**src/design/qwfc_pkg.sv**
```systemverilog
// Package for the quadrotor waypoint flight control block.
// Holds field widths, register codes, the mission waypoint table and shared types.
// No dependencies.
package qwfc_pkg;

  localparam int unsigned WAYPOINT_COUNT_DEF = 15;
  localparam int unsigned FRAC_BITS_DEF      = 12;

  localparam int unsigned DATA_W    = 24;
  localparam int unsigned GAIN_W    = 23;
  localparam int unsigned IDX_W     = 4;
  localparam int unsigned CFG_IDX_W = 3;

  // configuration register indexes
  typedef enum logic [CFG_IDX_W-1:0] {
    CFG_HOVER      = 3'd0,
    CFG_ALT_OFS    = 3'd1,
    CFG_VERT_GAIN  = 3'd2,
    CFG_ROLL_GAIN  = 3'd3,
    CFG_PITCH_GAIN = 3'd4
  } cfg_reg_e;

  // status of the serial multiplier
  typedef struct packed {
    logic busy;
    logic done;
  } mul_stat_t;

  // mission waypoints in half meters: {x, y, altitude}, 4 bits each
  function automatic logic [11:0] wp_row(input logic [IDX_W-1:0] row);
    logic [11:0] r;
    unique case (row)
      4'd0:    r = {4'd1, 4'd7, 4'd2};
      4'd1:    r = {4'd1, 4'd1, 4'd4};
      4'd2:    r = {4'd2, 4'd1, 4'd4};
      4'd3:    r = {4'd2, 4'd7, 4'd4};
      4'd4:    r = {4'd3, 4'd7, 4'd4};
      4'd5:    r = {4'd3, 4'd1, 4'd4};
      4'd6:    r = {4'd4, 4'd1, 4'd4};
      4'd7:    r = {4'd4, 4'd7, 4'd4};
      4'd8:    r = {4'd5, 4'd7, 4'd4};
      4'd9:    r = {4'd5, 4'd1, 4'd4};
      4'd10:   r = {4'd6, 4'd1, 4'd4};
      4'd11:   r = {4'd6, 4'd7, 4'd4};
      4'd12:   r = {4'd7, 4'd7, 4'd4};
      4'd13:   r = {4'd7, 4'd1, 4'd4};
      default: r = {4'd1, 4'd7, 4'd4};
    endcase
    return r;
  endfunction

endpackage

```
**src/design/qwfc_ser_mul.sv**
```systemverilog
// Bit-serial unsigned shift-add multiplier, one multiplier bit per cycle.
// Depends on qwfc_pkg (mul_stat_t).
module qwfc_ser_mul #(
  parameter int unsigned MW = 25
) (
  input  logic                  clk_i,
  input  logic                  rst_ni,
  input  logic                  start_i,
  input  logic [MW-1:0]         a_i,
  input  logic [MW-1:0]         b_i,
  output qwfc_pkg::mul_stat_t   stat_o,
  output logic [2*MW-1:0]       prod_o
);
  import qwfc_pkg::*;

  localparam int unsigned CW = $clog2(MW + 1);

  logic [MW-1:0] a_q, acc_q, bsh_q;
  logic [CW-1:0] cnt_q;
  logic          busy_q, done_q;
  logic [MW:0]   sum;

  // one partial product per cycle
  always_comb begin
    sum = {1'b0, acc_q} + (bsh_q[0] ? {1'b0, a_q} : '0);
  end

  // control
  always_ff @(posedge clk_i or negedge rst_ni) begin
    if (!rst_ni) begin
      busy_q <= 1'b0;
      done_q <= 1'b0;
      cnt_q  <= '0;
    end else begin
      done_q <= 1'b0;
      if (start_i) begin
        busy_q <= 1'b1;
        cnt_q  <= CW'(MW);
      end else if (busy_q) begin
        cnt_q <= cnt_q - 1'b1;
        if (cnt_q == CW'(1)) begin
          busy_q <= 1'b0;
          done_q <= 1'b1;
        end
      end
    end
  end

  // product shift register
  always_ff @(posedge clk_i) begin
    if (start_i) begin
      a_q   <= a_i;
      bsh_q <= b_i;
      acc_q <= '0;
    end else if (busy_q) begin
      acc_q <= sum[MW:1];
      bsh_q <= {sum[0], bsh_q[MW-1:1]};
    end
  end

  assign prod_o      = {acc_q, bsh_q};
  assign stat_o.busy = busy_q;
  assign stat_o.done = done_q;

  a_start_idle: assert property (@(posedge clk_i) disable iff (!rst_ni) start_i |-> !busy_q)
    else $error("multiplier started while busy");
  a_done_pulse: assert property (@(posedge clk_i) disable iff (!rst_ni) done_q |=> !done_q)
    else $error("done held longer than one cycle");
  a_busy_cnt: assert property (@(posedge clk_i) disable iff (!rst_ni) busy_q |-> cnt_q != '0)
    else $error("busy with empty step count");

endmodule

```
**src/design/quadrotor_waypoint_flight_control.sv**
```systemverilog
// Top level of the quadrotor waypoint flight control block.
// Depends on qwfc_pkg and qwfc_ser_mul.
//
// Usage:
//  Input channel (in_valid_i / in_stall_o) carries one control tick: angles,
//  position and rates. Output channel (out_valid_o / out_stall_i) returns one
//  result per tick: four motor speeds, camera roll, waypoint index, reached
//  and done flags. A transfer happens when valid is high and stall is low.
//  Config writes (cfg_valid_i / cfg_ready_o) are always taken; index 0..4
//  select hover thrust, altitude offset, vertical, roll and pitch gain.
//  Each tick runs eight products back to back through the one shared
//  bit-serial multiplier, MW bits wide, MW = max(2*FRAC_BITS+1, 24).
//  A new tick is taken once the previous one has left the sequencer; its
//  result waits in the output register while the next tick is in flight.
//  If the receiver stalls, the finished result is held and the sequencer
//  waits at its last step until the output register frees up.
//  Reset: waypoint index and done flag clear, configuration registers load their defaults.
module quadrotor_waypoint_flight_control #(
  parameter int unsigned WAYPOINT_COUNT = qwfc_pkg::WAYPOINT_COUNT_DEF,
  parameter int unsigned FRAC_BITS      = qwfc_pkg::FRAC_BITS_DEF
) (
  input  logic                                   clk_i,
  input  logic                                   rst_ni,
  input  logic                                   in_valid_i,
  output logic                                   in_stall_o,
  input  logic signed [qwfc_pkg::DATA_W-1:0]     roll_angle_i,
  input  logic signed [qwfc_pkg::DATA_W-1:0]     pitch_angle_i,
  input  logic signed [qwfc_pkg::DATA_W-1:0]     pos_x_i,
  input  logic signed [qwfc_pkg::DATA_W-1:0]     pos_y_i,
  input  logic signed [qwfc_pkg::DATA_W-1:0]     pos_alt_i,
  input  logic signed [qwfc_pkg::DATA_W-1:0]     roll_rate_i,
  input  logic signed [qwfc_pkg::DATA_W-1:0]     pitch_rate_i,
  output logic                                   out_valid_o,
  input  logic                                   out_stall_i,
  output logic signed [qwfc_pkg::DATA_W-1:0]     front_left_speed_o,
  output logic signed [qwfc_pkg::DATA_W-1:0]     front_right_speed_o,
  output logic signed [qwfc_pkg::DATA_W-1:0]     rear_left_speed_o,
  output logic signed [qwfc_pkg::DATA_W-1:0]     rear_right_speed_o,
  output logic signed [qwfc_pkg::DATA_W-1:0]     camera_roll_o,
  output logic [qwfc_pkg::IDX_W-1:0]             target_index_o,
  output logic                                   point_reached_o,
  output logic                                   mission_done_o,
  input  logic                                   cfg_valid_i,
  output logic                                   cfg_ready_o,
  input  logic [qwfc_pkg::CFG_IDX_W-1:0]         cfg_index_i,
  input  logic [qwfc_pkg::DATA_W-1:0]            cfg_data_i
);
  import qwfc_pkg::*;

  localparam int unsigned F   = FRAC_BITS;
  localparam int unsigned MW  = (2 * F + 1 > 24) ? 2 * F + 1 : 24;
  localparam int unsigned PW  = 2 * MW;
  localparam int unsigned RW  = PW + 2;
  localparam int unsigned EW  = DATA_W + 1;
  localparam int unsigned CWD = F + 2;
  localparam int unsigned DW  = F + 3;
  localparam int unsigned TW  = 27;
  localparam int unsigned SW  = 30;
  localparam int          ONE_I = 1 << F;
  localparam int          CAM_GAIN = ((23 << F) + 100) / 200;

  localparam logic signed [EW+1:0] TWO_E  = (EW + 2)'(2 * ONE_I);
  localparam logic signed [EW+1:0] ONE_E  = (EW + 2)'(ONE_I);
  localparam logic signed [RW-1:0] HALF_F = RW'(1) <<< (F - 1);
  localparam logic signed [RW-1:0] HALF_2F = RW'(1) <<< (2 * F - 1);

  localparam logic [GAIN_W-1:0] HOVER_RST = GAIN_W'((137 << F) >> 1);
  localparam logic [DATA_W-1:0] OFS_RST   = DATA_W'(((6 << F) + 5) / 10);
  localparam logic [GAIN_W-1:0] VERT_RST  = GAIN_W'(3 << F);
  localparam logic [GAIN_W-1:0] ROLL_RST  = GAIN_W'(50 << F);
  localparam logic [GAIN_W-1:0] PITCH_RST = GAIN_W'(30 << F);

  typedef enum logic [2:0] {S_IDLE, S_PREP, S_START, S_WAIT, S_FIN} state_e;

  typedef enum logic [2:0] {
    J_SQ, J_CUBE, J_VERT, J_ROLL, J_PITCH, J_CAM, J_DX2, J_DY2
  } job_e;

  state_e state_q;
  job_e   job_q;

  // configuration registers
  logic [GAIN_W-1:0]        hover_q, vgain_q, rgain_q, pgain_q;
  logic signed [DATA_W-1:0] ofs_q;

  // captured tick and intermediate values
  logic signed [DATA_W-1:0] roll_q, pitch_q, px_q, py_q, palt_q, rrate_q, prate_q;
  logic signed [CWD-1:0]    c_q, clr_q, clp_q;
  logic signed [DW-1:0]     pdist_q, rdist_q;
  logic [F-1:0]             exs_q, eys_q;
  logic                     alt_ok_q;
  logic [MW-1:0]            sq_q, dx2_q, dy2_q;
  logic signed [TW-1:0]     c3_q, vert_q, rterm_q, pterm_q, cam_q;

  // state and outputs
  logic [IDX_W-1:0] idx_q;
  logic             done_q;
  logic             out_valid_q;

  mul_stat_t   mstat;
  logic        mul_start;
  logic [MW-1:0] mul_a, mul_b;
  logic        mul_neg;
  logic [PW-1:0] prod;

  assign cfg_ready_o = 1'b1;
  assign in_stall_o  = (state_q != S_IDLE);
  assign out_valid_o = out_valid_q;
  assign mul_start   = (state_q == S_START);

  // configuration writes
  always_ff @(posedge clk_i or negedge rst_ni) begin
    if (!rst_ni) begin
      hover_q <= HOVER_RST;
      ofs_q   <= OFS_RST;
      vgain_q <= VERT_RST;
      rgain_q <= ROLL_RST;
      pgain_q <= PITCH_RST;
    end else if (cfg_valid_i) begin
      unique case (cfg_index_i)
        CFG_HOVER:      hover_q <= cfg_data_i[GAIN_W-1:0];
        CFG_ALT_OFS:    ofs_q   <= cfg_data_i;
        CFG_VERT_GAIN:  vgain_q <= cfg_data_i[GAIN_W-1:0];
        CFG_ROLL_GAIN:  rgain_q <= cfg_data_i[GAIN_W-1:0];
        CFG_PITCH_GAIN: pgain_q <= cfg_data_i[GAIN_W-1:0];
        default: ;
      endcase
    end
  end

  // errors toward the current waypoint, clamps and altitude test
  logic [11:0]              row;
  logic signed [EW-1:0]     ex, ey, ealt;
  logic signed [EW+1:0]     n2ex, p2ey, ec, rl, pt;
  logic signed [DW-1:0]     pdist, rdist;
  logic signed [CWD-1:0]    c_cl, clr, clp;
  logic [EW-1:0]            exm, eym, altm;
  logic [F-1:0]             exs, eys;
  logic [EW+3:0]            alt10;

  always_comb begin
    row  = wp_row(idx_q);
    ex   = (EW'(row[11:8]) <<< (F - 1)) - EW'(px_q);
    ey   = (EW'(row[7:4]) <<< (F - 1)) - EW'(py_q);
    ealt = (EW'(row[3:0]) <<< (F - 1)) - EW'(palt_q);
    n2ex = -((EW + 2)'(ex) <<< 1);
    p2ey = (EW + 2)'(ey) <<< 1;
    ec   = (EW + 2)'(ealt) + (EW + 2)'(ofs_q);
    rl   = (EW + 2)'(roll_q);
    pt   = (EW + 2)'(pitch_q);
    pdist = (n2ex > TWO_E) ? DW'(TWO_E) : (n2ex < -TWO_E) ? DW'(-TWO_E) : DW'(n2ex);
    rdist = (p2ey > TWO_E) ? DW'(TWO_E) : (p2ey < -TWO_E) ? DW'(-TWO_E) : DW'(p2ey);
    c_cl  = (ec > ONE_E) ? CWD'(ONE_E) : (ec < -ONE_E) ? CWD'(-ONE_E) : CWD'(ec);
    clr   = (rl > ONE_E) ? CWD'(ONE_E) : (rl < -ONE_E) ? CWD'(-ONE_E) : CWD'(rl);
    clp   = (pt > ONE_E) ? CWD'(ONE_E) : (pt < -ONE_E) ? CWD'(-ONE_E) : CWD'(pt);
    exm  = ex[EW-1] ? EW'(-ex) : EW'(ex);
    eym  = ey[EW-1] ? EW'(-ey) : EW'(ey);
    altm = ealt[EW-1] ? EW'(-ealt) : EW'(ealt);
    // past one unit the distance test fails anyway, so saturate
    exs  = (exm >= EW'(ONE_I)) ? F'(ONE_I - 1) : exm[F-1:0];
    eys  = (eym >= EW'(ONE_I)) ? F'(ONE_I - 1) : eym[F-1:0];
    alt10 = ((EW + 4)'(altm) << 3) + ((EW + 4)'(altm) << 1);
  end

  // operand select for the shared multiplier
  logic [CWD-1:0] cmag, clrm, clpm;
  logic [TW-1:0]  c3m;
  logic [DATA_W-1:0] rrm;

  always_comb begin
    cmag = c_q[CWD-1] ? CWD'(-c_q) : CWD'(c_q);
    clrm = clr_q[CWD-1] ? CWD'(-clr_q) : CWD'(clr_q);
    clpm = clp_q[CWD-1] ? CWD'(-clp_q) : CWD'(clp_q);
    c3m  = c3_q[TW-1] ? TW'(-c3_q) : TW'(c3_q);
    rrm  = rrate_q[DATA_W-1] ? DATA_W'(-rrate_q) : DATA_W'(rrate_q);
    mul_a   = '0;
    mul_b   = '0;
    mul_neg = 1'b0;
    case (job_q)
      J_SQ:    begin mul_a = MW'(cmag);    mul_b = MW'(cmag); end
      J_CUBE:  begin mul_a = sq_q;         mul_b = MW'(cmag); mul_neg = c_q[CWD-1]; end
      J_VERT:  begin mul_a = MW'(vgain_q); mul_b = MW'(c3m);  mul_neg = c3_q[TW-1]; end
      J_ROLL:  begin mul_a = MW'(rgain_q); mul_b = MW'(clrm); mul_neg = clr_q[CWD-1]; end
      J_PITCH: begin mul_a = MW'(pgain_q); mul_b = MW'(clpm); mul_neg = clp_q[CWD-1]; end
      J_CAM:   begin
        mul_a = MW'(rrm); mul_b = MW'(CAM_GAIN); mul_neg = rrate_q[DATA_W-1];
      end
      J_DX2:   begin mul_a = MW'(exs_q);   mul_b = MW'(exs_q); end
      default: begin mul_a = MW'(eys_q);   mul_b = MW'(eys_q); end
    endcase
  end

  qwfc_ser_mul #(.MW(MW)) u_mul (
    .clk_i   (clk_i),
    .rst_ni  (rst_ni),
    .start_i (mul_start),
    .a_i     (mul_a),
    .b_i     (mul_b),
    .stat_o  (mstat),
    .prod_o  (prod)
  );

  // sign and round-half-up of the product
  logic signed [RW-1:0] sp, rnd_f, rnd_2f, cam_n;
  always_comb begin
    sp     = mul_neg ? -RW'(prod) : RW'(prod);
    rnd_f  = (sp + HALF_F) >>> F;
    rnd_2f = (sp + HALF_2F) >>> (2 * F);
    cam_n  = -rnd_f;
  end

  // motor mix, saturation and waypoint update
  function automatic logic [DATA_W-1:0] sat24(input logic signed [SW-1:0] v);
    logic [DATA_W-1:0] r;
    if (v > SW'(8388607))       r = 24'h7FFFFF;
    else if (v < -SW'(8388608)) r = 24'h800000;
    else                        r = v[DATA_W-1:0];
    return r;
  endfunction

  logic signed [SW-1:0] base, rin, pin;
  logic [MW:0]          dsq;
  logic [MW+5:0]        d25;
  logic                 reached;
  logic [IDX_W:0]       idx_inc;
  logic [IDX_W-1:0]     idx_d;
  logic                 done_d;

  always_comb begin
    base = SW'(hover_q) + SW'(vert_q);
    rin  = SW'(rterm_q) + SW'(rrate_q) + SW'(rdist_q);
    pin  = SW'(pterm_q) + SW'(prate_q) + SW'(pdist_q);
    dsq  = (MW + 1)'(dx2_q) + (MW + 1)'(dy2_q);
    d25  = ((MW + 6)'(dsq) << 4) + ((MW + 6)'(dsq) << 3) + (MW + 6)'(dsq);
    reached = (d25 < ((MW + 6)'(1) << (2 * F))) && alt_ok_q;
    idx_inc = {1'b0, idx_q} + 1'b1;
    idx_d   = idx_q;
    done_d  = done_q;
    if (reached) begin
      if (idx_inc < (IDX_W + 1)'(WAYPOINT_COUNT)) idx_d = idx_inc[IDX_W-1:0];
      else                                        done_d = 1'b1;
    end
  end

  logic out_load;
  assign out_load = (state_q == S_FIN) && (!out_valid_q || !out_stall_i);

  // sequencer
  always_ff @(posedge clk_i or negedge rst_ni) begin
    if (!rst_ni) begin
      state_q     <= S_IDLE;
      job_q       <= J_SQ;
      idx_q       <= '0;
      done_q      <= 1'b0;
      out_valid_q <= 1'b0;
    end else begin
      if (out_valid_q && !out_stall_i && !out_load) out_valid_q <= 1'b0;
      unique case (state_q)
        S_IDLE:  if (in_valid_i) state_q <= S_PREP;
        S_PREP:  begin
          job_q   <= J_SQ;
          state_q <= S_START;
        end
        S_START: state_q <= S_WAIT;
        S_WAIT:  if (mstat.done) begin
          job_q   <= job_e'(job_q + 1'b1);
          state_q <= (job_q == J_DY2) ? S_FIN : S_START;
        end
        S_FIN:   if (out_load) begin
          idx_q       <= idx_d;
          done_q      <= done_d;
          out_valid_q <= 1'b1;
          state_q     <= S_IDLE;
        end
        default: state_q <= S_IDLE;
      endcase
    end
  end

  // datapath registers
  always_ff @(posedge clk_i) begin
    if (state_q == S_IDLE && in_valid_i) begin
      roll_q  <= roll_angle_i;
      pitch_q <= pitch_angle_i;
      px_q    <= pos_x_i;
      py_q    <= pos_y_i;
      palt_q  <= pos_alt_i;
      rrate_q <= roll_rate_i;
      prate_q <= pitch_rate_i;
    end
    if (state_q == S_PREP) begin
      c_q      <= c_cl;
      clr_q    <= clr;
      clp_q    <= clp;
      pdist_q  <= pdist;
      rdist_q  <= rdist;
      exs_q    <= exs;
      eys_q    <= eys;
      alt_ok_q <= alt10 < (EW + 4)'(ONE_I);
    end
    if (state_q == S_WAIT && mstat.done) begin
      case (job_q)
        J_SQ:    sq_q    <= sp[MW-1:0];
        J_CUBE:  c3_q    <= rnd_2f[TW-1:0];
        J_VERT:  vert_q  <= rnd_f[TW-1:0];
        J_ROLL:  rterm_q <= rnd_f[TW-1:0];
        J_PITCH: pterm_q <= rnd_f[TW-1:0];
        J_CAM:   cam_q   <= cam_n[TW-1:0];
        J_DX2:   dx2_q   <= sp[MW-1:0];
        default: dy2_q   <= sp[MW-1:0];
      endcase
    end
    if (out_load) begin
      front_left_speed_o  <= sat24(base - rin + pin);
      front_right_speed_o <= sat24(-(base + rin + pin));
      rear_left_speed_o   <= sat24(-(base - rin - pin));
      rear_right_speed_o  <= sat24(base + rin - pin);
      camera_roll_o       <= sat24(SW'(cam_q));
      target_index_o      <= idx_d;
      point_reached_o     <= reached;
      mission_done_o      <= done_d;
    end
  end

  a_done_sticky: assert property (@(posedge clk_i) disable iff (!rst_ni) done_q |=> done_q)
    else $error("mission done flag cleared");
  a_idx_range: assert property (@(posedge clk_i) disable iff (!rst_ni)
    {1'b0, idx_q} < (IDX_W + 1)'(WAYPOINT_COUNT))
    else $error("waypoint index past the list");
  a_accept_prep: assert property (@(posedge clk_i) disable iff (!rst_ni)
    (in_valid_i && !in_stall_o) |=> state_q == S_PREP)
    else $error("accepted tick not prepared");
  a_mul_idle: assert property (@(posedge clk_i) disable iff (!rst_ni)
    mul_start |-> !mstat.busy)
    else $error("multiplier job issued while busy");

endmodule

```
**config.mk**
```make
export PLATFORM = sky130hd
export DESIGN_NAME = quadrotor_waypoint_flight_control
export DESIGN_NICKNAME = d
export VERILOG_FILES = /design/src/design/qwfc_pkg.sv /design/src/design/qwfc_ser_mul.sv /design/src/design/quadrotor_waypoint_flight_control.sv
export SDC_FILE = /design/constraint.sdc
export NUM_CORES = 2
export LEC_CHECK = 0
export BUFFER_PORTS_ARGS = -buffer_cell sky130_fd_sc_hd__buf_2
export CORE_ASPECT_RATIO = 0.9
export CORE_MARGIN = 4
export CORE_UTILIZATION = 47
export CTS_CLUSTER_SIZE = 40
export DETAILED_ROUTE_END_ITERATION = 10
export PLACE_DENSITY_LB_ADDON = 0.12
export SLEW_MARGIN = 20
export SYNTH_ARGS = -nofsm -noshare
export SYNTH_HDL_FRONTEND = slang
export SYNTH_HIERARCHICAL = 1
export SYNTH_SLANG_ARGS = --single-unit
export TNS_END_PERCENT = 1
```
**constraint.sdc**
```tcl
create_clock -name clk_i -period 8 [get_ports clk_i]
set_clock_uncertainty 0.15 [all_clocks]
set_input_delay 1.6 -clock clk_i [delete_from_list [all_inputs] [get_ports clk_i]]
set_output_delay 1.6 -clock clk_i [all_outputs]
set_load 0.01 [all_outputs]
```
# Word level (Yosys, flattened, before mapping)

Memory sizes are Yosys's and may differ from the RTL's.
Index checks and enable logic that the tools add are counted.

Input bits: 200
Output and inout port bits: 129
ROM bits: 112
Flip-flop bits (word level): 811
Memories: 1
Logic and storage cells: 222

Memory list:

| name            | words | bits a word | read ports | clocked after memory_dff | wr ports | line           | source |
|---|---|---|---|---|---|---|---|
| (no name shown) | 16    | 7           | 1          | 0                        | 0        | qwfc_pkg.sv:32 | `unique case (row)` |

Reduce and logical (&&, ||, !) cells: 39
Add/sub/neg operators: 38
Multiplexer cells: 47
Magnitude comparators: 25
Equality and inequality tests: 19
Bitwise operators: 1

Operator list:

| cell                     | number |
|---|---|
| $mux W25                 | 7 |
| $pmux W25 S7             | 1 |
| $pmux W25 S6             | 1 |
| $mux W24                 | 6 |
| $gt A30 B24 Y1 const B   | 4 |
| $lt A30 B24 Y1 const B   | 4 |
| $neg A25 Y25             | 4 |
| $mux W14                 | 6 |
| $sub A16 B24 Y25         | 3 |
| $add A30 B29 Y30         | 2 |
| $neg A30 Y30             | 2 |
| $sub A30 B29 Y30         | 2 |
| $add A28 B15 Y29         | 2 |
| $add A27 B24 Y28         | 2 |
| $add A51 B25 Y51 const B | 1 |
| $mux W51                 | 1 |
| $neg A50 Y51             | 1 |
| $ge A25 B13 Y1 const B   | 2 |
| $gt A24 B14 Y1 const B   | 2 |
| $lt A24 B13 Y1 const B   | 2 |
| $neg A14 Y14             | 3 |
| $add A39 B13 Y39 const B | 1 |
| $add A30 B29 Y31         | 1 |
| $add A31 B26 Y31         | 1 |
| other kinds (49)         | 108 |

# Longest topological paths before layout

Depth in word-level cells: 8
Depth in mapped cells: 38
Depth with buffers taken out: 35

# Cells and area by module

Netlist, hierarchy kept.

Modules (own cells, without submodules):

| module                            | sequential area each (um^2) | area an instance (um^2) | times used | cells an instance |
|---|---|---|---|---|
| quadrotor_waypoint_flight_control | 21,182.8                    | 53,761.6                | 1          | 5,367 |
| qwfc_ser_mul                      | 2,177.1                     | 4,499.3                 | 1          | 420 |

# Worst setup path before layout

OpenSTA, ideal clock, no wires.

Path kind: in2reg
Start: in in_valid_i
End: reg palt_q[0], enable pin
Required time: 7,151 ps
Data arrival time: 8,546 ps
Cell stages on the path: 2
Library setup time: 699 ps
Path buffers: 0
Slack: -1,395 ps
Cell sequence: inv_1 > nor2_1

Cells in the longest elaborated chain, start to end: 1

RTL lines:

| item                 | line                                     | source |
|---|---|---|
| from (decl)          | quadrotor_waypoint_flight_control.sv:24  | `input logic in_valid_i,` |
| $logic_and A1 B1 Y1  | quadrotor_waypoint_flight_control.sv:282 | `if (state_q == S_IDLE && in_valid_i) begin` |
| to (signal assigned) | quadrotor_waypoint_flight_control.sv:287 | `palt_q <= pos_alt_i;` |
| to (decl)            | quadrotor_waypoint_flight_control.sv:87  | `logic signed [DATA_W-1:0] roll_q, pitch_q, px_q, py_q, palt_q, rrate_q, prate_q;` |

No other way between the ends.
A chain may end at the register's enable or synchronous reset.

# Final worst setup path

Start: reg rterm_q[1]
End: reg rear_left_speed_o[10] (netlist bit), data pin

Cells in the longest elaborated chain, start to end: 7
Elaborated cells on any way between the ends: 8
Classes of those cells: add/sub (5); order compare (2); mux (1)

RTL lines:

| item                   | line                                     | source |
|---|---|---|
| from (decl)            | quadrotor_waypoint_flight_control.sv:93  | `logic signed [TW-1:0] c3_q, vert_q, rterm_q, pterm_q, cam_q;` |
| from (signal assigned) | quadrotor_waypoint_flight_control.sv:306 | `J_ROLL: rterm_q <= rnd_f[TW-1:0];` |
| $add A27 B24 Y28 *     | quadrotor_waypoint_flight_control.sv:231 | `rin = SW'(rterm_q) + SW'(rrate_q) + SW'(rdist_q);` |
| $add A28 B15 Y29 *     | quadrotor_waypoint_flight_control.sv:231 |  |
| $sub A28 B29 Y30 *     | quadrotor_waypoint_flight_control.sv:316 | `rear_left_speed_o <= sat24(-(base - rin - pin));` |
| $sub A30 B29 Y30 *     | quadrotor_waypoint_flight_control.sv:316 |  |
| $neg A30 Y30 *         | quadrotor_waypoint_flight_control.sv:316 |  |
| $lt A30 B24 Y1         | quadrotor_waypoint_flight_control.sv:216 | `else if (v < -SW'(8388608)) r = 24'h800000;` |
| $mux W24               | quadrotor_waypoint_flight_control.sv:216 |  |
| to (signal assigned)   | quadrotor_waypoint_flight_control.sv:316 |  |
| to (decl)              | quadrotor_waypoint_flight_control.sv:37  | `output logic signed [qwfc_pkg::DATA_W-1:0] rear_left_speed_o,` |

Every way passes the cells marked *; elsewhere a longest branch is shown, timed or not.

==> flow_summary.yaml <==
global_route:
  grt_pass1_wl_mm: 273
  antenna_found_initial: 13
  grt_pass1_vias: 45000
  grt_max_degree: 113
  grt_overflow_total: 0
  grt_usage: 0.275
setup_path:
  worst_setup_path_start_kind: "register"
  crit_path_end_kind: "register"
  path_common_cell: "a21oi_2"
  crit_fanout: 6
  cp_slowest_stage_delay_ns: 0.49
  crit_arrival_ns: 8.19
  cp_slowest_cell: "fa_1"
  reg2reg_slack_ns: 0.07
  r2r_start: "rterm_q[1]"
  critPathKind: "register to register"
  worstPathRequired_ns: 8.26
  startpoint: "rterm_q[1]"
floorplan:
  start_util: 0.473
  io_pins: 329
  die-width_um: 379
  die_y_um: 342
  coreArea_mm2: 0.123
  die_area_mm2: 0.130
  rows: 122
cts:
  insertion_delay_ns: 0.74
  clock_sinks: 808
  cts_buffers: 93
  clockBufferDepth: 3
  cts.htree.levels: 3
  root_buffer: "clkbuf_16"
  tritoncts: "built"
  path_clk_slew_ns: 0.06
timing:
  whs_ns: 0.341
  final.period_utilization: 0.991
  post-route-min-period_ns: 7.93
  rsz0062_at_grt: "true"
  hold_viol: 0
  worstMarginPinSlew_ns: 1.12
  timing.fmax_mhz: 126
  relSlewSlack: 0.249
  setup_viol: 0
  drv_slew: 0
worst_hold_path:
  min_path_type: "register to register"
  min-delay-start: "done_q"
placement:
  placed_cell_area_mm2: 0.0635
  place.gp.congestion: 0.963
  io_buffers: 327
  post-dp-hpwl_mm: 145
run:
  drv_cap: 0
drt:
  final_antenna_net_count: 0
  drc: 0
  vias_per_cell: 5.86
  routedWlPerCell_um: 22.8
  vias: 47000
  dr.pass1.iters: 6
  finalWirelength_mm: 182
  drtIter0Drc: 3844
final_layout:
  area_delta_synth_final_pct: 16.0
  final_layout_size_suffix_gt1_frac: 0.186
  final_cell_area_mm2: 0.0676
  fillers: 11100
  multi_input_area_mm2: 0.0334
  seqCellArea_mm2: 0.0234
  fin_util: 0.549
  final_nets: 7051
logic_synthesis:
  avgSynthCellArea_um2: 10.1
  synthCells: 5786
  synth_nets: 6513
  ys.warnings.count: 6
  syn-cell-area_mm2: 0.0583
power_and_ir_drop:
  ir_worst_vdd_mv: 0.260
  leakage_nw: 26.6
  total_power_w: 0.0221
  power_density_mw_per_mm2: 327
outcome:
  status: "complete, no violations"
[timing repair]
action / 4_1_cts / 5_1_grt
hold buffers: 0 / 0
hold endpoints to repair: 0 / 0
buffers inserted: 4 / 11
cloned: 1 / 3
setup endpoints to repair: 70 / 95
pin swaps: 21 / 66
resized for setup: 39 / 129
[sequential cells by signal, summed over array words and instances (netlist names), 25 cells and up]
| name | count |
|---|---|
| pterm_q | 27 |
| rterm_q | 27 |
| dy2_q | 25 |
| c3_q | 26 |
| sq_q | 25 |
| vert_q | 27 |
| u_mul/acc_q | 25 |
| cam_q | 27 |
| u_mul/bsh_q | 25 |
| u_mul/a_q | 25 |
| dx2_q | 25 |
[worst paths after layout]
check	end	cells after the start
max	rear_left_speed_o[10]	38
min in group asynchronous	done_q	1
max in group asynchronous	pgain_q[10]	2
min reg2reg	done_q	1
max reg2reg	rear_left_speed_o[10]	38
min	done_q	1
[metal layers]
layer,vias to the layer above,global-route usage,routed length [um]
met3,319,0.0391,11700
met1,22600,0.383,80500
met5,-,0,12
met4,2,0.105,8140
li1,22400,-,-
met2,1681,0.437,82000
[report_power, final]
part	leakage, nW	switching, W	total, W	internal [W]
sequential	7.63	0.000377	0.00572	0.00535
clock	1.54	0.00189	0.00444	0.00255
combinational	17.4	0.00716	0.0119	0.00474
[through the flow]
stage,TNS (ns),setup WS (ns),instances
2_1_floorplan,-4.38,-0.283,5786
3_3_place_gp,-13.77,-0.449,7822
3_5_place_dp,-18.91,-0.473,7822
4_1_cts,-0.141,-0.0307,8001
5_1_grt,-14.71,-0.287,8017
6_report,0,0.0690,8017
[cell type report]
cell class | count | share of cell area
antenna | 2 | 0.0000741
sequential | 808 | 0.346
timing repair buffer | 644 | 0.0619
inverter | 358 | 0.0200
clock inverter | 63 | 0.0114
tap | 1612 | 0.0299
clock buffer | 111 | 0.0362
multi-input combinational | 4419 | 0.495
[critical path: cells and delay by family (launching register included)]
| kind | cells | cell delay, ns |
|---|---|---|
| buffers and inverters | 7 | 0.95 |
| AND/OR/NAND/NOR | 6 | 1.06 |
| XOR/XNOR | 1 | 0.11 |
| AO/OA/AOI/OAI | 19 | 3.35 |
| adder cells (fa/ha/maj) | 5 | 1.57 |
| flip-flops | 1 | 0.40 |
[cell usage in the layout, fill, tap and decap left out, types with 84 or more instances in the layout]
cell,count
clkbuf_16,93
fa_1,84
edfxtp_1,648
nor2b_1,94
buf_2,326
a21o_1,134
o21ai_0,270
xnor2_1,377
nor2_1,381
inv_1,346
mux2_2,145
nor3_1,150
xor2_1,220
nand2_1,327
buf_4,299
a21oi_1,307
nand3_1,130
dfrtp_1,117
ha_1,435
No activity file was read; power rests on OpenSTA's default activity.
